`src/sv/rcfe_pkg.sv`:
```
// shared constants, item types and control/status structs for the frame engine
// no dependencies
package rcfe_pkg;

  localparam int REG_COUNT       = 128;
  localparam int LOG_DEPTH       = 16;
  localparam int SENSOR_CHANNELS = 8;

  localparam int RF_AW  = $clog2(REG_COUNT);
  localparam int LOG_AW = $clog2(LOG_DEPTH);
  localparam int LOG_CW = $clog2(LOG_DEPTH + 1);
  localparam int PAY_W  = $clog2(2 * LOG_DEPTH + 1);

  localparam logic [7:0] READ_FLAG = 8'h80;
  localparam logic [7:0] IDX_VOLT  = 8'h10;
  localparam logic [7:0] IDX_CURR  = 8'h11;
  localparam logic [7:0] HDR_N     = 8'h4E;
  localparam logic [7:0] HDR_R     = 8'h52;
  localparam logic [7:0] HDR_VER   = 8'h02;

  typedef enum logic [1:0] {
    OP_FRAME = 2'd0,
    OP_VOLT  = 2'd1,
    OP_CURR  = 2'd2,
    OP_REPLY = 2'd3
  } op_e;

  typedef enum logic [3:0] {
    EMIT_NONE,
    EMIT_N,
    EMIT_R,
    EMIT_VER,
    EMIT_LEN,
    EMIT_IDX,
    EMIT_CHAN,
    EMIT_DATA,
    EMIT_SHI,
    EMIT_SLO
  } emit_e;

  typedef struct packed {
    logic [1:0]  operation;
    logic [7:0]  data_byte;
    logic        frame_start;
    logic [2:0]  sensor_channel;
    logic [15:0] sensor_value;
  } in_item_t;

  typedef struct packed {
    logic [7:0] reply_byte;
    logic       reply_valid;
    logic       reply_last;
    logic       heartbeat;
    logic       write_strobe;
    logic [6:0] write_index;
    logic [7:0] write_value;
  } out_item_t;

  typedef struct packed {
    logic  accept;
    logic  walk_start;
    emit_e emit;
  } ctrl_cmd_t;

  typedef struct packed {
    logic out_free;
    logic is_reply;
    logic log_empty;
    logic walk_multi;
    logic ent_sensor;
    logic last_entry;
    logic walk_done;
  } dp_status_t;

endpackage

```
`src/sv/rcfe_in_if.sv`:
```
// input item channel: valid/ready handshake with an rcfe_pkg::in_item_t payload
// depends on rcfe_pkg
interface rcfe_in_if;
  logic                 valid;
  logic                 ready;
  rcfe_pkg::in_item_t   payload;

  modport source (output valid, output payload, input ready);
  modport sink   (input valid, input payload, output ready);
endinterface

```
`src/sv/rcfe_out_if.sv`:
```
// result item channel: valid/ready handshake with an rcfe_pkg::out_item_t payload
// depends on rcfe_pkg
interface rcfe_out_if;
  logic                 valid;
  logic                 ready;
  rcfe_pkg::out_item_t  payload;

  modport source (output valid, output payload, input ready);
  modport sink   (input valid, input payload, output ready);
endinterface

```
`src/sv/register_command_frame_engine_top.sv`:
```
// Register command frame engine, top level.
// Input channel in_i carries frame bytes, sensor updates and reply requests;
// output channel out_o carries write strobes, heartbeats and reply bytes.
// A frame byte that writes a register gives its strobe item in the cycle after
// it is accepted. A sensor update or any other frame byte gives no item.
// A reply request with an empty log gives a heartbeat item in the next cycle.
// Otherwise the reply walk starts: 'N' passes the ST_HDR_N state and then the
// single output register that the walk loads, then one byte per cycle while
// the receiver takes them (4 + payload length bytes, at most 4 + 2 * depth).
// Items that give at most one result are taken one per cycle while the
// output register is free or being drained; a reply holds the input for the
// whole walk. A register read during the walk is a registered read of the
// register file memory, hidden behind the index byte.
// When the receiver stalls, the output item holds and input is not taken.
// Reset clears the parser, log count, sensor stores, register file valid
// bits and the output valid flag; it takes effect at once, with no sweep.
// depends on rcfe_pkg, rcfe_in_if, rcfe_out_if, rcfe_ctrl, rcfe_dpath
module register_command_frame_engine_top (
  input  logic       clk_i,
  input  logic       rst_ni,
  rcfe_in_if.sink    in_i,
  rcfe_out_if.source out_o
);

  rcfe_pkg::ctrl_cmd_t  cmd;
  rcfe_pkg::dp_status_t status;
  logic                 in_ready;

  rcfe_ctrl u_ctrl (
    .clk_i      (clk_i),
    .rst_ni     (rst_ni),
    .in_valid_i (in_i.valid),
    .status_i   (status),
    .in_ready_o (in_ready),
    .cmd_o      (cmd)
  );

  rcfe_dpath u_dpath (
    .clk_i       (clk_i),
    .rst_ni      (rst_ni),
    .in_item_i   (in_i.payload),
    .out_ready_i (out_o.ready),
    .cmd_i       (cmd),
    .status_o    (status),
    .out_valid_o (out_o.valid),
    .out_item_o  (out_o.payload)
  );

  assign in_i.ready = in_ready;

endmodule

```
`src/sv/rcfe_ctrl.sv`:
```
// controller: input acceptance and the reply walk sequence
// depends on rcfe_pkg
module rcfe_ctrl (
  input  logic                 clk_i,
  input  logic                 rst_ni,
  input  logic                 in_valid_i,
  input  rcfe_pkg::dp_status_t status_i,
  output logic                 in_ready_o,
  output rcfe_pkg::ctrl_cmd_t  cmd_o
);

  typedef enum logic [3:0] {
    ST_IDLE,
    ST_HDR_N,
    ST_HDR_R,
    ST_HDR_VER,
    ST_HDR_LEN,
    ST_ENTRY,
    ST_DATA,
    ST_SHI,
    ST_SLO
  } state_e;

  state_e state_q, state_d;

  always_comb begin
    state_d    = state_q;
    cmd_o      = '0;
    cmd_o.emit = rcfe_pkg::EMIT_NONE;
    in_ready_o = (state_q == ST_IDLE) && status_i.out_free;
    cmd_o.accept = in_valid_i && in_ready_o;
    case (state_q)
      ST_IDLE: begin
        if (cmd_o.accept && status_i.is_reply && !status_i.log_empty) begin
          cmd_o.walk_start = 1'b1;
          state_d          = ST_HDR_N;
        end
      end
      ST_HDR_N: begin
        if (status_i.out_free) begin
          cmd_o.emit = rcfe_pkg::EMIT_N;
          state_d    = ST_HDR_R;
        end
      end
      ST_HDR_R: begin
        if (status_i.out_free) begin
          cmd_o.emit = rcfe_pkg::EMIT_R;
          state_d    = ST_HDR_VER;
        end
      end
      ST_HDR_VER: begin
        if (status_i.out_free) begin
          cmd_o.emit = rcfe_pkg::EMIT_VER;
          state_d    = ST_HDR_LEN;
        end
      end
      ST_HDR_LEN: begin
        if (status_i.out_free) begin
          cmd_o.emit = rcfe_pkg::EMIT_LEN;
          state_d    = ST_ENTRY;
        end
      end
      ST_ENTRY: begin
        if (status_i.out_free) begin
          if (status_i.walk_multi) begin
            cmd_o.emit = rcfe_pkg::EMIT_CHAN;
            state_d    = ST_SHI;
          end else if (status_i.ent_sensor) begin
            cmd_o.emit = rcfe_pkg::EMIT_IDX;
            state_d    = status_i.last_entry ? ST_IDLE : ST_ENTRY;
          end else begin
            cmd_o.emit = rcfe_pkg::EMIT_IDX;
            state_d    = ST_DATA;
          end
        end
      end
      ST_DATA: begin
        if (status_i.out_free) begin
          cmd_o.emit = rcfe_pkg::EMIT_DATA;
          state_d    = status_i.walk_done ? ST_IDLE : ST_ENTRY;
        end
      end
      ST_SHI: begin
        if (status_i.out_free) begin
          cmd_o.emit = rcfe_pkg::EMIT_SHI;
          state_d    = ST_SLO;
        end
      end
      ST_SLO: begin
        if (status_i.out_free) begin
          cmd_o.emit = rcfe_pkg::EMIT_SLO;
          state_d    = status_i.walk_done ? ST_IDLE : ST_ENTRY;
        end
      end
      default: begin
        state_d = ST_IDLE;
      end
    endcase
  end

  always_ff @(posedge clk_i or negedge rst_ni) begin
    if (!rst_ni) begin
      state_q <= ST_IDLE;
    end else begin
      state_q <= state_d;
    end
  end

endmodule

```
`src/sv/rcfe_dpath.sv`:
```
// datapath: frame parser, register file, request log, sensor stores, reply bytes
// and the output register; depends on rcfe_pkg
module rcfe_dpath (
  input  logic                 clk_i,
  input  logic                 rst_ni,
  input  rcfe_pkg::in_item_t   in_item_i,
  input  logic                 out_ready_i,
  input  rcfe_pkg::ctrl_cmd_t  cmd_i,
  output rcfe_pkg::dp_status_t status_o,
  output logic                 out_valid_o,
  output rcfe_pkg::out_item_t  out_item_o
);

  localparam int SC = rcfe_pkg::SENSOR_CHANNELS;
  localparam int CW = rcfe_pkg::LOG_CW;
  localparam int PW = rcfe_pkg::PAY_W;
  localparam int AW = rcfe_pkg::RF_AW;
  localparam logic [7:0]    RegCountB = 8'(rcfe_pkg::REG_COUNT);
  localparam logic [CW-1:0] LogDepthC = CW'(rcfe_pkg::LOG_DEPTH);

  function automatic logic is_sensor(input logic [7:0] v);
    return (v == rcfe_pkg::IDX_VOLT) || (v == rcfe_pkg::IDX_CURR);
  endfunction

  // frame parser state
  logic [7:0]    bytes_left_q;
  logic          expect_q;
  logic          pread_q;
  logic [6:0]    pidx_q;
  logic [CW-1:0] log_count_q;
  logic [PW-1:0] pay_len_q;
  logic          push_multi_q;

  // reply walk state
  logic [CW-1:0] walk_ptr_q;
  logic          walk_multi_q;
  logic          cmd_volt_q;
  logic [15:0]   sval_q;

  // stores
  logic [rcfe_pkg::REG_COUNT-1:0] rf_vld_q;
  logic [7:0]  rf_mem [rcfe_pkg::REG_COUNT];
  logic [7:0]  rf_rdata_q;
  logic        rf_rok_q;
  logic [7:0]  log_mem [rcfe_pkg::LOG_DEPTH];
  logic [15:0] volt_q [SC];
  logic [15:0] cur_q [SC];

  logic                out_valid_q;
  rcfe_pkg::out_item_t out_q, out_d;

  logic          fr_acc, fr_body, fr_cmd, fr_val, rf_we;
  logic          push_en, do_push;
  logic [7:0]    push_val;
  logic [PW-1:0] push_add;
  logic [7:0]    ent;
  logic [15:0]   sens_sel;
  logic          hb_load, walk_load;
  logic [7:0]    walk_byte;
  logic          walk_last;

  assign fr_acc  = cmd_i.accept && (in_item_i.operation == rcfe_pkg::OP_FRAME);
  assign fr_body = fr_acc && !in_item_i.frame_start && (bytes_left_q != 8'd0);
  assign fr_cmd  = fr_body && !expect_q;
  assign fr_val  = fr_body && expect_q;
  assign rf_we   = fr_val && !pread_q && ({1'b0, pidx_q} < RegCountB);

  always_comb begin
    push_en  = 1'b0;
    push_val = in_item_i.data_byte;
    if (fr_cmd && ((in_item_i.data_byte & rcfe_pkg::READ_FLAG) != 8'd0)) begin
      push_en  = 1'b1;
      push_val = {1'b0, in_item_i.data_byte[6:0]};
    end else if (fr_val && pread_q && is_sensor({1'b0, pidx_q})) begin
      push_en  = 1'b1;
    end
  end

  assign do_push = push_en && (log_count_q != LogDepthC);

  // payload length grows with each logged entry
  always_comb begin
    if (push_multi_q) begin
      push_add = PW'(3);
    end else if (is_sensor(push_val)) begin
      push_add = PW'(1);
    end else begin
      push_add = PW'(2);
    end
  end

  assign ent = log_mem[walk_ptr_q[rcfe_pkg::LOG_AW-1:0]];

  always_comb begin
    sens_sel = 16'd0;
    for (int i = 0; i < SC; i++) begin
      if (ent == 8'(i)) begin
        sens_sel = cmd_volt_q ? volt_q[i] : cur_q[i];
      end
    end
  end

  assign status_o.out_free   = !out_valid_q || out_ready_i;
  assign status_o.is_reply   = (in_item_i.operation == rcfe_pkg::OP_REPLY);
  assign status_o.log_empty  = (log_count_q == '0);
  assign status_o.walk_multi = walk_multi_q;
  assign status_o.ent_sensor = is_sensor(ent);
  assign status_o.last_entry = ((walk_ptr_q + CW'(1)) == log_count_q);
  assign status_o.walk_done  = (walk_ptr_q == log_count_q);

  always_comb begin
    walk_last = 1'b0;
    case (cmd_i.emit)
      rcfe_pkg::EMIT_N:    walk_byte = rcfe_pkg::HDR_N;
      rcfe_pkg::EMIT_R:    walk_byte = rcfe_pkg::HDR_R;
      rcfe_pkg::EMIT_VER:  walk_byte = rcfe_pkg::HDR_VER;
      rcfe_pkg::EMIT_LEN:  walk_byte = 8'(pay_len_q);
      rcfe_pkg::EMIT_IDX: begin
        walk_byte = ent;
        walk_last = is_sensor(ent) && status_o.last_entry;
      end
      rcfe_pkg::EMIT_CHAN: walk_byte = ent;
      rcfe_pkg::EMIT_DATA: begin
        walk_byte = rf_rok_q ? rf_rdata_q : 8'd0;
        walk_last = status_o.walk_done;
      end
      rcfe_pkg::EMIT_SHI:  walk_byte = sval_q[15:8];
      rcfe_pkg::EMIT_SLO: begin
        walk_byte = sval_q[7:0];
        walk_last = status_o.walk_done;
      end
      default:             walk_byte = 8'd0;
    endcase
  end

  assign walk_load = (cmd_i.emit != rcfe_pkg::EMIT_NONE);
  assign hb_load   = cmd_i.accept && status_o.is_reply && status_o.log_empty;

  always_comb begin
    out_d = '0;
    if (walk_load) begin
      out_d.reply_byte  = walk_byte;
      out_d.reply_valid = 1'b1;
      out_d.reply_last  = walk_last;
    end else if (hb_load) begin
      out_d.heartbeat = 1'b1;
    end else if (rf_we) begin
      out_d.write_strobe = 1'b1;
      out_d.write_index  = pidx_q;
      out_d.write_value  = in_item_i.data_byte;
    end
  end

  always_ff @(posedge clk_i or negedge rst_ni) begin
    if (!rst_ni) begin
      bytes_left_q <= 8'd0;
      expect_q     <= 1'b0;
      pread_q      <= 1'b0;
      pidx_q       <= 7'd0;
      log_count_q  <= '0;
      pay_len_q    <= '0;
      push_multi_q <= 1'b0;
      walk_ptr_q   <= '0;
      walk_multi_q <= 1'b0;
      cmd_volt_q   <= 1'b0;
      rf_vld_q     <= '0;
      out_valid_q  <= 1'b0;
      for (int i = 0; i < SC; i++) begin
        volt_q[i] <= 16'd0;
        cur_q[i]  <= 16'd0;
      end
    end else begin
      if (fr_acc && in_item_i.frame_start) begin
        bytes_left_q <= in_item_i.data_byte;
        expect_q     <= 1'b0;
        pread_q      <= 1'b0;
        pidx_q       <= 7'd0;
        log_count_q  <= '0;
        pay_len_q    <= '0;
        push_multi_q <= 1'b0;
      end else if (fr_body) begin
        bytes_left_q <= bytes_left_q - 8'd1;
        expect_q     <= !expect_q;
        if (fr_cmd) begin
          pidx_q  <= in_item_i.data_byte[6:0];
          pread_q <= in_item_i.data_byte[7];
        end
        if (do_push) begin
          log_count_q  <= log_count_q + CW'(1);
          pay_len_q    <= pay_len_q + push_add;
          push_multi_q <= !push_multi_q && is_sensor(push_val);
        end
      end
      if (rf_we) begin
        rf_vld_q[pidx_q[AW-1:0]] <= 1'b1;
      end
      for (int i = 0; i < SC; i++) begin
        if (cmd_i.accept && ({5'd0, in_item_i.sensor_channel} == 8'(i))) begin
          if (in_item_i.operation == rcfe_pkg::OP_VOLT) begin
            volt_q[i] <= in_item_i.sensor_value;
          end
          if (in_item_i.operation == rcfe_pkg::OP_CURR) begin
            cur_q[i] <= in_item_i.sensor_value;
          end
        end
      end
      if (cmd_i.walk_start) begin
        walk_ptr_q   <= '0;
        walk_multi_q <= 1'b0;
      end else if (cmd_i.emit == rcfe_pkg::EMIT_IDX) begin
        walk_ptr_q   <= walk_ptr_q + CW'(1);
        walk_multi_q <= is_sensor(ent);
        cmd_volt_q   <= (ent == rcfe_pkg::IDX_VOLT);
      end else if (cmd_i.emit == rcfe_pkg::EMIT_CHAN) begin
        walk_ptr_q   <= walk_ptr_q + CW'(1);
        walk_multi_q <= 1'b0;
      end
      if (walk_load || hb_load || rf_we) begin
        out_valid_q <= 1'b1;
      end else if (out_ready_i) begin
        out_valid_q <= 1'b0;
      end
    end
  end

  // memories and payload registers
  always_ff @(posedge clk_i) begin
    if (rf_we) begin
      rf_mem[pidx_q[AW-1:0]] <= in_item_i.data_byte;
    end
    if (cmd_i.emit == rcfe_pkg::EMIT_IDX) begin
      rf_rdata_q <= rf_mem[ent[AW-1:0]];
      rf_rok_q   <= (ent < RegCountB) && rf_vld_q[ent[AW-1:0]];
    end
    if (do_push) begin
      log_mem[log_count_q[rcfe_pkg::LOG_AW-1:0]] <= push_val;
    end
    if (cmd_i.emit == rcfe_pkg::EMIT_CHAN) begin
      sval_q <= sens_sel;
    end
    if (walk_load || hb_load || rf_we) begin
      out_q <= out_d;
    end
  end

  assign out_valid_o = out_valid_q;
  assign out_item_o  = out_q;

endmodule

```
`src/flat_wrapper.sv`:
```
// flat-port wrapper written by rule: the top's interface ports become plain ports
module register_command_frame_engine_top_flat 
  (clk_i, rst_ni, in_i_valid, in_i_payload, in_i_ready, out_o_valid, out_o_payload, out_o_ready);
  rcfe_in_if in_i_i ();
  rcfe_out_if out_o_i ();
  input  logic clk_i;
  input  logic rst_ni;
  input wire logic [$bits(in_i_i.valid)-1:0] in_i_valid;
  input wire logic [$bits(in_i_i.payload)-1:0] in_i_payload;
  output wire logic [$bits(in_i_i.ready)-1:0] in_i_ready;
  output wire logic [$bits(out_o_i.valid)-1:0] out_o_valid;
  output wire logic [$bits(out_o_i.payload)-1:0] out_o_payload;
  input wire logic [$bits(out_o_i.ready)-1:0] out_o_ready;
  assign in_i_i.valid = in_i_valid;
  assign in_i_i.payload = in_i_payload;
  assign in_i_ready = in_i_i.ready;
  assign out_o_valid = out_o_i.valid;
  assign out_o_payload = out_o_i.payload;
  assign out_o_i.ready = out_o_ready;
  register_command_frame_engine_top u_core (.clk_i(clk_i), .rst_ni(rst_ni), .in_i(in_i_i), .out_o(out_o_i));
endmodule
```
`config.mk`:
```
export PLATFORM = sky130hd
export DESIGN_NAME = register_command_frame_engine_top_flat
export DESIGN_NICKNAME = d
export VERILOG_FILES = /design/src/sv/rcfe_pkg.sv /design/src/sv/rcfe_in_if.sv /design/src/sv/rcfe_out_if.sv /design/src/sv/register_command_frame_engine_top.sv /design/src/sv/rcfe_ctrl.sv /design/src/sv/rcfe_dpath.sv /design/src/flat_wrapper.sv
export SDC_FILE = /design/constraint.sdc
export NUM_CORES = 2
export LEC_CHECK = 0
export ABC_AREA = 1
export BUFFER_PORTS_ARGS = -buffer_cell sky130_fd_sc_hd__buf_2
export CAP_MARGIN = 20
export CORE_MARGIN = 4
export CORE_UTILIZATION = 50
export CTS_BUF_LIST = sky130_fd_sc_hd__clkbuf_16
export CTS_CLUSTER_SIZE = 20
export DETAILED_ROUTE_END_ITERATION = 10
export PLACE_DENSITY_LB_ADDON = 0.15
export SYNTH_ARGS = -nofsm -noshare
export SYNTH_HDL_FRONTEND = slang
export SYNTH_SLANG_ARGS = --single-unit
```
`constraint.sdc`:
```
create_clock -name clk_i -period 3.7 [get_ports clk_i]
set_input_delay 0.37 -clock clk_i [delete_from_list [all_inputs] [get_ports clk_i]]
set_output_delay 0.37 -clock clk_i [all_outputs]
set_load 0.05 [all_outputs]
```
# Word level (Yosys, flattened, before mapping)
# Memory sizes are Yosys's and may differ from the RTL's. A register that Yosys moved wholly into a read port is not among the register bits.
# Index checks and enable logic that the tools add are counted.
# totals
reg_bits	469
mem_bits_rw	1152
in_bits	34
out_inout_bits	29
elab_cells	266
mem_count	2
# classes
addsub	4
n_lt_le_gt_ge	4
eq_ne	51
n_mux	87
bitwise_logic	3
reduce_logical	77
# mem_list
name	words	width	read_ports	rd_clocked_by_memory_dff	wr	line_no	rtl
u_core.u_dpath.rf_mem	128	8	1	1	1	rcfe_dpath.sv:42	logic [7:0] rf_mem [rcfe_pkg::REG_COUNT];
u_core.u_dpath.log_mem	16	8	1	0	1	rcfe_dpath.sv:45	logic [7:0] log_mem [rcfe_pkg::LOG_DEPTH];
# ops
cell	count
16-bit 2-to-1 mux	17
128-bit bitwise OR	1
4-bit one-hot mux with 8 select lines	2
8-bit one-hot mux with 8 select lines	1
4-bit 2-to-1 mux	10
2-bit AND reduction	19
4-bit by 3-bit == test with 1-bit output (second input constant)	8
8-bit by 3-bit == test with 1-bit output (second input constant)	4
8-bit by 5-bit == test with 1-bit output (second input constant)	4
8-bit 2-to-1 mux	4
5-bit 2-to-1 mux	6
1-bit logical AND	28
1-bit 2-to-1 mux	25
3-bit 2-to-1 mux	7
7-bit 2-to-1 mux	3
6-bit 2-to-1 mux	3
4-bit by 2-bit == test with 1-bit output (second input constant)	4
8-bit by 2-bit == test with 1-bit output (second input constant)	2
7-bit by 8-bit less-than comparator with 1-bit output (second input constant)	2
7-bit by 5-bit == test with 1-bit output (second input constant)	2
3-bit == test (second input constant)	4
4-bit == test (second input constant)	3
2-bit 2-to-1 mux	6
2-bit inequality test (second input constant)	6
other kinds (32)	55

# Logic depth before layout (Yosys ltp)
# logic_depth
word_depth	18
depth_mapped	24
depth_no_buf	20

# By module
# A second synthesis with hierarchy kept.
# unflattened
cells_unflattened	7153
area_unflattened_um2	70727.8
# modules_own_cells
module	instances	cells_each	area_each_um2	seq_area_each_um2
rcfe_dpath	1	7082	70261.1	46689.8
rcfe_ctrl	1	71	466.7	100.1

# Worst setup path before layout
# OpenSTA, ideal clock, no wires.
# synth_timing
path_type	reg-to-reg
start	register u_core.u_dpath.out_valid_q, in the netlist u_core.u_dpath.out_valid_o
end	register u_core.u_dpath.pay_len_q[4]
setup_ns	0.123
arrival_ns	3.605
required_time_ns	3.577
setup_slack_ns	-0.029
path_stages_with_launch	18
path_buffers	0
synth_period_minus_slack_ns	3.729
path_cell_list	dfrtp_1 > inv_1 > nor2_1 > nor2_1 > nand4_1 > nor2_1 > nand2_2 > nor2_1 > nor2_1 > nor4_1 > or2_2 > ha_1 > inv_1 > fa_1 > inv_1 > nand3_1 > o21ai_0 > a21oi_1
# synth_via
elab_chain_cells	18
word_cells_on_any_way	29
classes_between	add/sub (1); eq/ne (2); mux (8); reduce/logical (18)
# synth_rtl
element	line_no	rtl
start: declaration	rcfe_dpath.sv:49	logic out_valid_q;
start signal: assignment	rcfe_dpath.sv:167	out_valid_q <= 1'b0;
start signal: assignment	rcfe_dpath.sv:219	out_valid_q <= 1'b1;
start signal: assignment	rcfe_dpath.sv:221	out_valid_q <= 1'b0;
1-bit zero test (*)	rcfe_dpath.sv:103	assign status_o.out_free = !out_valid_q || out_ready_i;
1-bit logical OR (*)	rcfe_dpath.sv:103	
1-bit logical AND (*)	rcfe_ctrl.sv:30	in_ready_o = (state_q == ST_IDLE) && status_i.out_free;
net in_i_ready	flat_wrapper.sv:10	output wire logic [$bits(in_i_i.ready)-1:0] in_i_ready;
1-bit logical AND (*)	rcfe_ctrl.sv:31	cmd_o.accept = in_valid_i && in_ready_o;
1-bit logical AND (*)	rcfe_dpath.sv:62	assign fr_acc = cmd_i.accept && (in_item_i.operation == rcfe_pkg::OP_FRAME);
1-bit logical AND (*) (2 in series)	rcfe_dpath.sv:63	assign fr_body = fr_acc && !in_item_i.frame_start && (bytes_left_q != 8'd0);
1-bit logical AND (*)	rcfe_dpath.sv:64	assign fr_cmd = fr_body && !expect_q;
[... 2 more ...]	n/a	
net u_core.u_dpath.push_val[7]	rcfe_dpath.sv:54	logic [7:0] push_val;
8-bit by 5-bit == test with 1-bit output	rcfe_dpath.sv:22	return (v == rcfe_pkg::IDX_VOLT) || (v == rcfe_pkg::IDX_CURR);
1-bit logical OR (*)	rcfe_dpath.sv:22	
2-bit 2-to-1 mux (*)	rcfe_dpath.sv:85	end else if (is_sensor(push_val)) begin
2-bit 2-to-1 mux (*)	rcfe_dpath.sv:83	if (push_multi_q) begin
6-bit adder (*)	rcfe_dpath.sv:190	pay_len_q <= pay_len_q + push_add;
6-bit 2-to-1 mux (*)	rcfe_dpath.sv:188	if (do_push) begin
6-bit 2-to-1 mux (*)	rcfe_dpath.sv:181	end else if (fr_body) begin
6-bit 2-to-1 mux (*)	rcfe_dpath.sv:173	if (fr_acc && in_item_i.frame_start) begin
end signal: assignment	rcfe_dpath.sv:190	
end: declaration	rcfe_dpath.sv:31	logic [PW-1:0] pay_len_q;
# The timed path passes the listed nets; every way through them passes the cells marked *. The select of a mux whose other input is x is not followed.
# A chain may end at the register's enable or synchronous reset.

# Final worst setup path
# layout_timing
start	register u_core.u_dpath.walk_ptr_q[0]
end	register u_core.u_dpath.rf_rdata_q[2] (read register of u_core.u_dpath.rf_mem) (data pin)
# layout_via
elab_chain_cells	1
# layout_rtl
element	line_no	rtl
start: declaration	rcfe_dpath.sv:35	logic [CW-1:0] walk_ptr_q;
start signal: assignment	rcfe_dpath.sv:211	walk_ptr_q <= walk_ptr_q + CW'(1);
start signal: assignment	rcfe_dpath.sv:215	walk_ptr_q <= walk_ptr_q + CW'(1);
memory read 16 x 8 bit	n/a	
end: declaration	rcfe_dpath.sv:43	logic [7:0] rf_rdata_q;
# Every way passes these cells.

==> metrics.json <==
{
  "setup_path": {
    "timing.setup.critical_path_class": "reg2reg",
    "critPathLaunch": "u_core.u_dpath.walk_ptr_q[0]",
    "endpoint_kind": "flop",
    "critPathMaxFanout": 40,
    "critical-path-slowest-cell": "sky130_fd_sc_hd__dfrtp_2",
    "crit_chain": "inv_6 > buf_4 > nand2_1 > nand3_1 > nand2_1 > a21oi_1 > nand2_1 > nand2_8 > inv_8 > buf_12 > nand2_1 > nand2_1 > nand2_1 > nand2_1 > inv_1 > nand2_1 > nand2_1 > nand3_1 > nor2_1 > nor2_1",
    "worst_r2r_endpoint": "u_core.u_dpath.rf_rdata_q[2]",
    "timing.critical_path.to": "u_core.u_dpath.rf_rdata_q[2]",
    "path_common_cell": "sky130_fd_sc_hd__nand2_1",
    "critical_path_cell_count": 20,
    "r2r.worst_path.cells": 20,
    "source_of_the_worst_register_to_register_timing_path": "u_core.u_dpath.walk_ptr_q[0]",
    "critPathArrivalTime_ns": 4.03,
    "worst_path_largest_cell_delay_ns": 0.45,
    "r2r_setup_slack_ns": 0.23,
    "timing.critical_path.buf_inv": 5,
    "worst_path_dominant_cell_family": "simple AND/OR/NAND/NOR gates",
    "setup.worst_path.start_class": "flop",
    "cp.required_ns": 4.26
  },
  "clocking": {
    "worst_skew_pair.late_latency_ns": 0.81,
    "cts-root-buf": "sky130_fd_sc_hd__clkbuf_16",
    "cts-htree-levels": 4,
    "cts_buffers": 169,
    "clock_sink_count": 1629,
    "path_clk_slew_ns": 0.06,
    "tritoncts": "yes",
    "cts.repair_timing.setup_buffer_count": 0,
    "cts_buffer_depth": 3
  },
  "route": {
    "route.vias.total": 51660,
    "antenna_left": 0,
    "drt_iter0_drc": 5432,
    "drt-total-wl_um": 203700,
    "route.detailed.vias_per_inst": 5.570,
    "drc": 0,
    "avgRoutedWirePerCell_um": 21.96,
    "drt-pass1-iter-count": 5
  },
  "cells_and_area": {
    "final_common_cell": "sky130_fd_sc_hd__nand2_1",
    "layoutNonFillerInstCount": 9273,
    "drive_above_1_share_pct": 10.72,
    "final_cell_mix": "2,927 x sky130_fd_sc_hd__nand2_1, 1,204 x sky130_fd_sc_hd__edfxtp_1, 613 x sky130_fd_sc_hd__nand3_1, 427 x sky130_fd_sc_hd__o21ai_0, 422 x sky130_fd_sc_hd__dfrtp_1",
    "multiInputGateArea_um2": 20850,
    "antennaDiodeCount": 0,
    "utilization_pct": 57.10,
    "fillCellCount": 11990,
    "design_area_um2": 79770,
    "layout.nets": 7294,
    "synthToLayoutAreaGrowth_pct": 13.17,
    "ff_latch_area_um2": 46800
  },
  "power_and_ir_drop": {
    "power.total_mw": 72.31,
    "total_leakage_power_nw": 33.71,
    "power_density_nw_per_um2": 906.5,
    "vdd.ir_drop.worst_mv": 0.9266
  },
  "timing": {
    "timing.final.ws_setup_ns": 0.2281,
    "fin_crit_sh_pct": 93.83,
    "timing.final.setup_violations": 0,
    "tightest_slew_ns": 1.290,
    "relSlewSlack_pct": 13.70,
    "timing_max_transition_violations_final": 0,
    "finalHoldViolCount": 0,
    "achievable-frequency_ghz": 0.2880,
    "worst_hold_slack_ns": 0.07126,
    "clock-skew-final_ns": 0.02565,
    "fin_tns_setup_ns": 0,
    "finalWorstPathRequiredPeriod_ns": 3.472,
    "unrepaired_setup_endpoints_after_global_routing": "yes"
  },
  "placed_design": {
    "place_area_um2": 74240,
    "detailedPlace.worstSlack_ns": 0.1356,
    "place_hpwl_um": 126300,
    "gp_routability_congestion": 0.9197,
    "placed_cells": 8949,
    "port_buffer_count": 62
  },
  "global_route": {
    "globalRouteTotalUtil_pct": 27.63,
    "grt_pass1_vias": 49490,
    "grt.overflow.total": 0,
    "grt_start_max_net_pins": 146,
    "antenna_found_initial": 6,
    "first_pass_grt_wire_length_um": 309300
  },
  "floorplanning": {
    "design.core.area_um2": 139700,
    "dieArea_um2": 147000,
    "chipHeight_um": 383.5,
    "placementRows": 137,
    "initial_core_util_pct": 50.45,
    "fp.dieW_um": 383.5,
    "design.portCount": 63
  },
  "min_path": {
    "timing.hold.worst.class": "in2reg",
    "timing.hold.worst.start": "in_i_payload[25]"
  },
  "logic_synthesis": {
    "synthesis.area_per_instance_um2": 9.931,
    "synth_cell_type_count": 47,
    "syn-cell-area_um2": 70480,
    "ys_ff_latch": 1629,
    "synth-seq-area-share_pct": 66.38,
    "synthCells": 7097,
    "yosys_warnings": 0,
    "syn_nets": 7141
  },
  "run": {
    "max_cap_violations": 0
  },
  "outcome": {
    "result_of_the_run": "finished, final reports clean"
  }
}
cells in the mapped netlist, drive strengths merged:
library cell	instances	area, um2
o21ai	432	2162
ha	9	112.6
nor3	15	102.6
xnor2	5	43.79
fa	1	20.02
mux2i	1	10.01
o22ai	16	100.1
a21oi	81	405.4
edfxtp	1204	36150
o211ai	65	488.0
o221ai	5	43.79
nor4	10	62.56
clkbuf	152	570.6
clkinv	4	15.01
dfrtp	425	10640
buf	264	1515
nor3b	3	27.52
nand3	621	3108
xor2	5	43.79
nor2	425	1719
a22o	1	8.760
nand4	54	337.8
a31oi	1	6.260
inv	235	892.1
o41ai	1	8.760
o2111ai	3	26.28
a221oi	4	35.03
or2	101	631.9
a22oi	7	52.55
nand3b	2	15.01
nand2	2945	11130
registers in the layout, summed over array words and instances, names as in the netlist, 4 cells and up:
register,count
u_core.u_dpath.sval_q,16
u_core.u_dpath.pidx_q,7
u_core.u_dpath.walk_ptr_q,5
u_core.u_dpath.cur_q,128
u_core.u_dpath.log_mem,128
u_core.u_dpath.bytes_left_q,8
u_core.u_dpath.log_count_q,5
u_core.u_dpath.volt_q,128
u_core.u_dpath.out_item_o,27
u_core.u_dpath.pay_len_q,6
u_core.u_dpath.rf_mem,1024
u_core.u_ctrl.state_q,4
u_core.u_dpath.rf_rdata_q,8
u_core.u_dpath.rf_vld_q,128
power by group:
group / switching [mW] / total [mW] / internal (mW)
Sequential: 0.835 / 21.6 / 20.8
Clock: 7.23 / 16.6 / 9.39
Combinational: 24.7 / 34.1 / 9.32
how the worst min path moves through the flow:
stage | end | depth (start not counted)
final | u_core.u_dpath.pidx_q[5] | 3
after global routing | u_core.u_dpath.pidx_q[5] | 3
after CTS | u_core.u_dpath.pidx_q[5] | 3
after detailed placement | u_core.u_dpath.rf_vld_q[97] | 2
after global placement | u_core.u_dpath.rf_vld_q[89] | 2
after floorplan | u_core.u_ctrl.state_q[0] | 0
tightest hold or removal path: stages:
cell and delay, ns:
sky130_fd_sc_hd__buf_6 0.07, sky130_fd_sc_hd__inv_1 0.15, sky130_fd_sc_hd__o22ai_1 0.22
layout make-up:
class	instances	share of cell area, %
Clock buffer	169	5.302
Clock inverter	149	1.474
Inverter	239	1.158
Multi-Input combinational cell	4813	26.14
Sequential cell	1629	58.67
Tap cell	1876	2.943
Timing Repair Buffer	398	4.320
timing repair:
| action | in CTS | in global routing |
|---|---|---|
| endpoints found under the setup margin | 0 | 110 |
| hold buffers | 6 | 0 |
| endpoints found under the hold margin | 146 | 0 |
| resized for setup | 0 | 21 |
routing by layer:
metal / global-route usage (%) / vias to the layer above / part of all wire [%]
met5: 0 / - / 0.011
li1: - / 23950 / -
met4: 8.951 / 4 / 3.2
met1: 39.84 / 25270 / 43
met2: 43.23 / 2067 / 46
met3: 4.453 / 359 / 7.7
cells by family after synthesis:
logic type	share of synthesized area (%)
xor+xnor	0.1243
buf+inv	4.246
compound gates	4.734
flops	66.38
simple gates	24.31
mux	0.01420
fa+ha+maj	0.1882
(Power assumes the default switching activity.)
